**config.mk**
```make
export PLATFORM = sky130hd
export DESIGN_NAME = circular_queue_with_stats
export DESIGN_NICKNAME = d
export VERILOG_FILES = /design/src/rtl/core/cqs_pkg.sv /design/src/rtl/core/circular_queue_with_stats.sv
export SDC_FILE = /design/constraint.sdc
export NUM_CORES = 1
export LEC_CHECK = 0
export BUFFER_PORTS_ARGS = -buffer_cell sky130_fd_sc_hd__clkbuf_2
export CAP_MARGIN = 5
export CORE_ASPECT_RATIO = 1.4
export CORE_UTILIZATION = 35
export DETAILED_ROUTE_END_ITERATION = 6
export PLACE_DENSITY = 0.63
export SYNTH_ARGS = -nofsm -noshare
export SYNTH_HDL_FRONTEND = slang
export SYNTH_SLANG_ARGS = --single-unit
```
**constraint.sdc**
```tcl
create_clock -name clk_i -period 14 [get_ports clk_i]
set_input_delay 0.7 -clock clk_i [delete_from_list [all_inputs] [get_ports clk_i]]
set_output_delay 0.7 -clock clk_i [all_outputs]
set_load 0.01 [all_outputs]
```
**src/rtl/core/cqs_pkg.sv**
```systemverilog
`timescale 1ns / 1ps

package cqs_pkg;

  localparam int unsigned Depth = 8;
  localparam int unsigned PtrW  = (Depth > 1) ? $clog2(Depth) : 1;
  localparam int unsigned CntW  = $clog2(Depth + 1);

  localparam logic [1:0] MODE_ENQ = 2'd0;
  localparam logic [1:0] MODE_DEQ = 2'd1;
  localparam logic [1:0] MODE_RPT = 2'd2;

  localparam logic [1:0] STAT_OK    = 2'd0;
  localparam logic [1:0] STAT_FULL  = 2'd1;
  localparam logic [1:0] STAT_EMPTY = 2'd2;

  typedef enum logic [1:0] {
    ST_IDLE,
    ST_DEQ,
    ST_SCAN,
    ST_DONE
  } cqs_state_e;

  function automatic logic [PtrW-1:0] next_slot(input logic [PtrW-1:0] p);
    logic [PtrW-1:0] r;
    if (p == PtrW'(Depth - 1)) begin
      r = '0;
    end else begin
      r = p + PtrW'(1);
    end
    return r;
  endfunction

endpackage

```
**src/rtl/core/circular_queue_with_stats.sv**
```systemverilog
`timescale 1ns / 1ps

// Ring queue of Depth signed 32-bit entries with occupancy statistics.
// Input channel: in_valid_i / in_stall_o carry mode_i and value_i.
//   mode 0 enqueues value_i, mode 1 dequeues the oldest entry,
//   mode 2 reports count, sum, minimum and maximum of held entries,
//   mode 3 does nothing and reports the current count and flags.
// Output channel: out_valid_o / out_stall_i carry one result per item.
// in_stall_o is high from the cycle after an item is taken until its
// result has been loaded into the output register, so one item is in
// flight at a time. Path from acceptance to the output register:
//   enqueue, refused dequeue, empty report, mode 3: ST_DONE
//   dequeue: ST_DEQ (one registered read of the entry store), ST_DONE
//   report:  ST_SCAN, one stored entry summed per cycle
//            through the single read port of the entry store, ST_DONE.
// A new item can be taken in the cycle after the previous result is loaded,
// while that result may still wait in the output register.
// If out_stall_i holds a result, the next result waits in the sequencer
// and the input stays stalled until the output register is free.
// Reset empties the queue and clears out_valid_o; stored entries
// are not cleared and are never used while unoccupied.
module circular_queue_with_stats
  import cqs_pkg::*;
(
  input  logic               clk_i,
  input  logic               rst_ni,
  input  logic               in_valid_i,
  output logic               in_stall_o,
  input  logic [1:0]         mode_i,
  input  logic signed [31:0] value_i,
  output logic               out_valid_o,
  input  logic               out_stall_i,
  output logic [1:0]         status_o,
  output logic signed [31:0] removed_value_o,
  output logic [3:0]         entry_count_o,
  output logic signed [34:0] entry_sum_o,
  output logic signed [31:0] entry_min_o,
  output logic signed [31:0] entry_max_o,
  output logic               is_full_o,
  output logic               is_empty_o
);

  logic signed [31:0] mem_q [Depth];
  logic signed [31:0] rdata_q;
  logic [PtrW-1:0]    rd_addr;
  logic               mem_we;

  cqs_state_e      state_q, state_d;
  logic [PtrW-1:0] wr_ptr_q, wr_ptr_d;
  logic [PtrW-1:0] rd_ptr_q, rd_ptr_d;
  logic [PtrW-1:0] scan_ptr_q, scan_ptr_d;
  logic [CntW-1:0] occ_q, occ_d;
  logic [CntW-1:0] left_q, left_d;
  logic            first_q, first_d;

  logic [1:0]         status_q, status_d;
  logic signed [31:0] removed_q, removed_d;
  logic signed [34:0] sum_q, sum_d;
  logic signed [31:0] min_q, min_d;
  logic signed [31:0] max_q, max_d;

  logic out_valid_q;
  logic out_load;
  logic occ_full;

  assign occ_full   = (occ_q == CntW'(Depth));
  assign in_stall_o = (state_q != ST_IDLE);
  assign rd_addr    = (state_q == ST_SCAN) ? scan_ptr_q : rd_ptr_q;

  always_ff @(posedge clk_i) begin
    if (mem_we) begin
      mem_q[wr_ptr_q] <= value_i;
    end
    rdata_q <= mem_q[rd_addr];
  end

  always_comb begin
    state_d    = state_q;
    wr_ptr_d   = wr_ptr_q;
    rd_ptr_d   = rd_ptr_q;
    scan_ptr_d = scan_ptr_q;
    occ_d      = occ_q;
    left_d     = left_q;
    first_d    = first_q;
    status_d   = status_q;
    removed_d  = removed_q;
    sum_d      = sum_q;
    min_d      = min_q;
    max_d      = max_q;
    mem_we     = 1'b0;
    out_load   = 1'b0;

    case (state_q)
      ST_IDLE: begin
        if (in_valid_i) begin
          status_d  = STAT_OK;
          removed_d = '0;
          sum_d     = '0;
          min_d     = '0;
          max_d     = '0;
          state_d   = ST_DONE;
          case (mode_i)
            MODE_ENQ: begin
              if (occ_full) begin
                status_d = STAT_FULL;
              end else begin
                mem_we   = 1'b1;
                wr_ptr_d = next_slot(wr_ptr_q);
                occ_d    = occ_q + CntW'(1);
              end
            end
            MODE_DEQ: begin
              if (occ_q == '0) begin
                status_d = STAT_EMPTY;
              end else begin
                state_d = ST_DEQ;
              end
            end
            MODE_RPT: begin
              if (occ_q != '0) begin
                scan_ptr_d = next_slot(rd_ptr_q);
                left_d     = occ_q;
                first_d    = 1'b1;
                state_d    = ST_SCAN;
              end
            end
            default: begin
              state_d = ST_DONE;
            end
          endcase
        end
      end
      ST_DEQ: begin
        removed_d = rdata_q;
        rd_ptr_d  = next_slot(rd_ptr_q);
        occ_d     = occ_q - CntW'(1);
        state_d   = ST_DONE;
      end
      ST_SCAN: begin
        sum_d = sum_q + {{3{rdata_q[31]}}, rdata_q};
        if (first_q || (rdata_q < min_q)) begin
          min_d = rdata_q;
        end
        if (first_q || (rdata_q > max_q)) begin
          max_d = rdata_q;
        end
        first_d    = 1'b0;
        scan_ptr_d = next_slot(scan_ptr_q);
        left_d     = left_q - CntW'(1);
        if (left_q == CntW'(1)) begin
          state_d = ST_DONE;
        end
      end
      ST_DONE: begin
        if (!out_valid_q || !out_stall_i) begin
          out_load = 1'b1;
          state_d  = ST_IDLE;
        end
      end
      default: begin
        state_d = ST_IDLE;
      end
    endcase
  end

  always_ff @(posedge clk_i or negedge rst_ni) begin
    if (!rst_ni) begin
      state_q     <= ST_IDLE;
      wr_ptr_q    <= '0;
      rd_ptr_q    <= '0;
      occ_q       <= '0;
      out_valid_q <= 1'b0;
    end else begin
      state_q  <= state_d;
      wr_ptr_q <= wr_ptr_d;
      rd_ptr_q <= rd_ptr_d;
      occ_q    <= occ_d;
      if (out_load) begin
        out_valid_q <= 1'b1;
      end else if (!out_stall_i) begin
        out_valid_q <= 1'b0;
      end
    end
  end

  always_ff @(posedge clk_i) begin
    scan_ptr_q <= scan_ptr_d;
    left_q     <= left_d;
    first_q    <= first_d;
    status_q   <= status_d;
    removed_q  <= removed_d;
    sum_q      <= sum_d;
    min_q      <= min_d;
    max_q      <= max_d;
    if (out_load) begin
      status_o        <= status_q;
      removed_value_o <= removed_q;
      entry_count_o   <= 4'(occ_q);
      entry_sum_o     <= sum_q;
      entry_min_o     <= min_q;
      entry_max_o     <= max_q;
      is_full_o       <= occ_full;
      is_empty_o      <= (occ_q == '0);
    end
  end

  assign out_valid_o = out_valid_q;

`ifndef SYNTH
  a_occ_range: assert property (@(posedge clk_i) disable iff (!rst_ni)
    occ_q <= CntW'(Depth))
    else $error("occupancy above depth");

  a_ptr_meet: assert property (@(posedge clk_i) disable iff (!rst_ni)
    ((occ_q == '0) || occ_full) |-> (wr_ptr_q == rd_ptr_q))
    else $error("pointers disagree with occupancy");

  a_full_flag: assert property (@(posedge clk_i) disable iff (!rst_ni)
    (out_valid_o && (status_o == STAT_FULL)) |-> is_full_o)
    else $error("refused enqueue without full flag");

  a_empty_flag: assert property (@(posedge clk_i) disable iff (!rst_ni)
    (out_valid_o && (status_o == STAT_EMPTY)) |-> (is_empty_o && removed_value_o == '0))
    else $error("refused dequeue with data");

  a_scan_left: assert property (@(posedge clk_i) disable iff (!rst_ni)
    (state_q == ST_SCAN) |-> ((left_q != '0) && (left_q <= occ_q)))
    else $error("scan count out of range");
`endif

endmodule

```
==> results.md <==
- Run status: finished, final reports clean
- Type of the worst setup path: flip-flop to flip-flop
- Share of the synthesized area in compound gates (AO/OA/AOI/OAI): 5.52%
- Number of nets produced by synthesis: 1569
- Clock tree from TritonCTS: built
- Total of warnings raised by yosys: 0
- Die span in y: 311 um
- Number of buffers created by CTS: 50
- Share of synthesized area spent on multiplexers: 8.18%
- Count of state elements after synthesis: 581
- Final period utilization: 25.5%
- Met2 Wirelength: 28100 um
- Detailed route wirelength on metal3: 2230 um
- Critical Path Source Type: flip-flop
- Setup slack at placement: 10.38 ns
- CTS sink count: 581
- Maximum count of clock buffers along a single path: 3
- Gate power share: 39.0%
- Post-detailed-route count of antenna-violating nets: 0
- Max rail drop VDD: 0.135 mV
- Critical path data arrival time: 3.80 ns
- Number of max-cap violations: 0
- Wire length of the first global-routing pass: 79100 um
- DRC violation count after routing: 0
- Number of pins with negative max-slew slack in the final report: 0
- Internal power contribution: 4.50 mW
- Quantity of I/O buffers inserted on ports: 178
- Aggregate global-route resource usage: 15.1%
- Top-level port count: 179
- Standby leakage power: 10.1 nW
- Core area: 0.0670 mm2
- Highest routed layer: met5
- Post-DR vias/cell: 4.97
- Share of post-route cells with drive strength above 1: 24.2%
- Headroom to the max-slew limit: 22.9%
- Synth async-reset ratio: 2.24%
- Die ar.: 0.0692 mm2
- Sequential cell fraction of total power: 41.3%
- Die span in x: 223 um
- Violation count after the first detailed-routing iteration: 841
- Cts hold-fix bufs: 0
- Net load switching power: 2.50 mW
- Hold WC Path Type: input pin to asynchronous set/reset pin
- Proportion of total power due to net switching: 35.7%
- Achievable Freq: 280 MHz
- Final hold slack: 0.0249 ns
- Worst-skew pair later-pin latency: 0.57 ns
- Via count: 12500
- Number of distinct library cell variants in the gate-level netlist after synthesis: 57
- Synthesized-area fraction occupied by xor and xnor cells: 1.10%
- Clock period minus worst slack: 3.57 ns
- Combinational family with the most area after synthesis: multiplexers
- Post-Syn Area: 0.0239 mm2
- Highest net fanout along the worst path: 22
- Area after DPL: 0.0259 mm2
- Setup fix buffers added after clock tree synthesis: 0
- Largest net degree at the start of global routing: 74
- Vias in the first global route: 13100
- Area of all placed cells without fillers: 0.0275 mm2
- Worst Reg2Reg Path Length in Cells: 9
- Worst Path Required: 14.23 ns
- Number of antenna violations at the first check in global routing: 6
- Basic-gate share of the synthesized area counting and, or, nand and nor cells: 5.51%
- Final Wtd Congestion: 0.879
- Final layout net count: 1781
- Slack of the worst reg-to-reg path: 10.43 ns
- Gate Count Post-Synth: 1415
- Average routed wire per standard cell: 20.7 um
- Worst Setup Slack, final: 10.43 ns
- Clock edge transition at the registers on the reported setup and hold paths: 0.07 ns
- Detailed-routing iteration count for the pre-antenna-repair pass: 5
- Post-synthesis sequential area ratio: 71.5%
- GRT overflow: 0
- Slew at the pin closest to its max-slew limit: 1.16 ns
- Total routed wirelength: 52200 um
- Most instantiated flip-flop cell in the synthesis netlist: edfxtp_1
- Starting density of the core: 35.6%
- Pwr dens: 254 mW/mm2
- Synth Area per Inst: 16.9 um2
- Accumulated negative setup slack: 0 ns
- Worst-case clock skew: 0.0186 ns
- Number of flops mapped to enable cells by yosys: 536
- Placement Rows: 112
- Adder-cell area share of the yosys netlist: 6.15%
- Maximum level of the CTS H-tree: 2
- Area growth from synthesis to final layout: 15.5%
- Hold Vio Cnt, Final: 0
- Setup violators final: 0
- Unrepaired setup endpoints after global routing: no
- HPWL after DPL: 35500 um
- Quantity of gates resized following cts: 0
- Part of the total power dissipated in the clock network: 19.6%
- Routed met1 length: 20600 um
- Element type at the critical path end: flip-flop
- Clock Tree Root: clkbuf_16
-- per-layer routing --
layer,vias to the layer above,track usage [%]
li1,5855,-
met1,6323,17.5
met2,250,27.9
met3,72,2.66
met4,12,4.58
met5,-,0
-- per-stage QoR --
step	util (%)	power, mW	std cells
2_1_floorplan	-	4.81	1415
3_3_place_gp	38.7	5.64	2430
3_5_place_dp	38.7	5.69	2430
4_1_cts	41.1	7.08	2519
5_1_grt	41.1	7.43	2519
6_report	41.1	6.99	2520
-- cell type report --
type / instances / area (um2)
Timing Repair Buffer: 200 / 1060
Inverter: 85 / 319
Clock inverter: 33 / 290
Sequential cell: 581 / 17100
Tap cell: 855 / 1070
Antenna cell: 1 / 2.50
Multi-Input combinational cell: 709 / 6420
Fill cell: 5987 / 39400
Clock buffer: 56 / 1330
-- cells in the final DEF (no fill, tap or decap), types with 22 or more instances in the layout --
cell type	Yosys	final
clkbuf_16	0	51
edfxtp_1	536	536
a21o_1	40	40
a21oi_1	54	52
mux2_2	39	39
buf_4	0	22
nor2_1	66	63
dfxtp_1	32	32
nand2_1	43	43
mux4_2	64	64
inv_1	84	84
o21ai_0	35	35
and2_1	67	67
ha_1	114	113
clkbuf_2	0	178
-- sequential cells by signal, summed over array words and instances, names as in the netlist, 3 cells and up --
name and cells:
occ_q 4, left_q 4, entry_sum_o 35, rd_ptr_q 3, removed_value_o 32, sum_q 35
entry_max_o 32, wr_ptr_q 3, min_q 32, entry_count_o 4, removed_q 32, entry_min_o 32
rdata_q 32, mem_q 256, max_q 32, scan_ptr_q 3
-- worst paths after layout --
| path | start | end |
|---|---|---|
| worst max-delay path | rdata_q[7]$_DFF_P_ | max_q[2]$_DFFE_PP_ |
| worst min-delay path | rst_ni | out_valid_o$_DFFE_PN0P_ |
| worst max register to register | rdata_q[7]$_DFF_P_ | max_q[2]$_DFFE_PP_ |
| worst min register to register | removed_q[6]$_SDFFCE_PN0P_ | removed_value_o[6]$_DFFE_PP_ |
| max in group asynchronous | rst_ni | occ_q[1]$_DFFE_PN0P_ |
| min in group clk_i | value_i[16] | mem_q[3][16]$_DFFE_PP_ |
-- synth_stat cells (3+ instances only) --
master	n	area share (%)
o21ai_0	35	0.73
clkbuf_1	31	0.49
nand2b_1	15	0.39
nand2_1	43	0.68
a21oi_1	54	1.1
buf_2	8	0.17
and2_1	67	1.8
mux2_2	39	1.8
a21boi_0	3	0.094
nor3_1	22	0.46
nand4_1	16	0.42
mux2i_1	7	0.29
edfxtp_1	536	67
o21bai_1	6	0.19
and4_1	4	0.15
o21a_1	10	0.31
a31oi_1	7	0.18
a21o_1	40	1.3
xnor2_1	19	0.70
dfrtp_1	13	1.4
o22ai_1	3	0.079
o211ai_1	6	0.19
inv_1	84	1.3
nand3_1	12	0.25
dfxtp_1	32	2.7
a211oi_1	8	0.25
xor2_1	11	0.40
ha_1	114	6.0
nor2_1	66	1.0
nor4_1	3	0.079
mux4_2	64	6.0
nor2b_1	4	0.10
-- critical path, cell delays in order, from the launching register on --
cell and delay, ns:
dfxtp_1 0.40, ha_1 0.34, nand4_1 0.18, nor3_1 0.54
o21ai_0 0.19, o211ai_1 0.25, a21oi_1 0.14, mux2_2 0.31
a21oi_4 0.41, buf_4 0.42
-- power groups by stage --
stage                     Combinational (mW)  Sequential [mW]  Clock (mW)
after floorplan                         1.91             2.90           0
after CTS                               2.77             2.90        1.41
after global routing                    3.02             2.95        1.46
final                                   2.73             2.89        1.37
after detailed placement                2.75             2.94           0
after global placement                  2.71             2.93           0
-- logic make-up (layout without fill, tap and decap cells) --
family          count (synthesis)  after routing
compound gates                195            195
xor+xnor                       30             30
fa+ha+maj                     116            116
buf+inv                       125            374
flops                         581            581
mux                           110            110
other cells                     0              1
simple gates                  258            258
No activity file was read; power rests on OpenSTA's default activity.
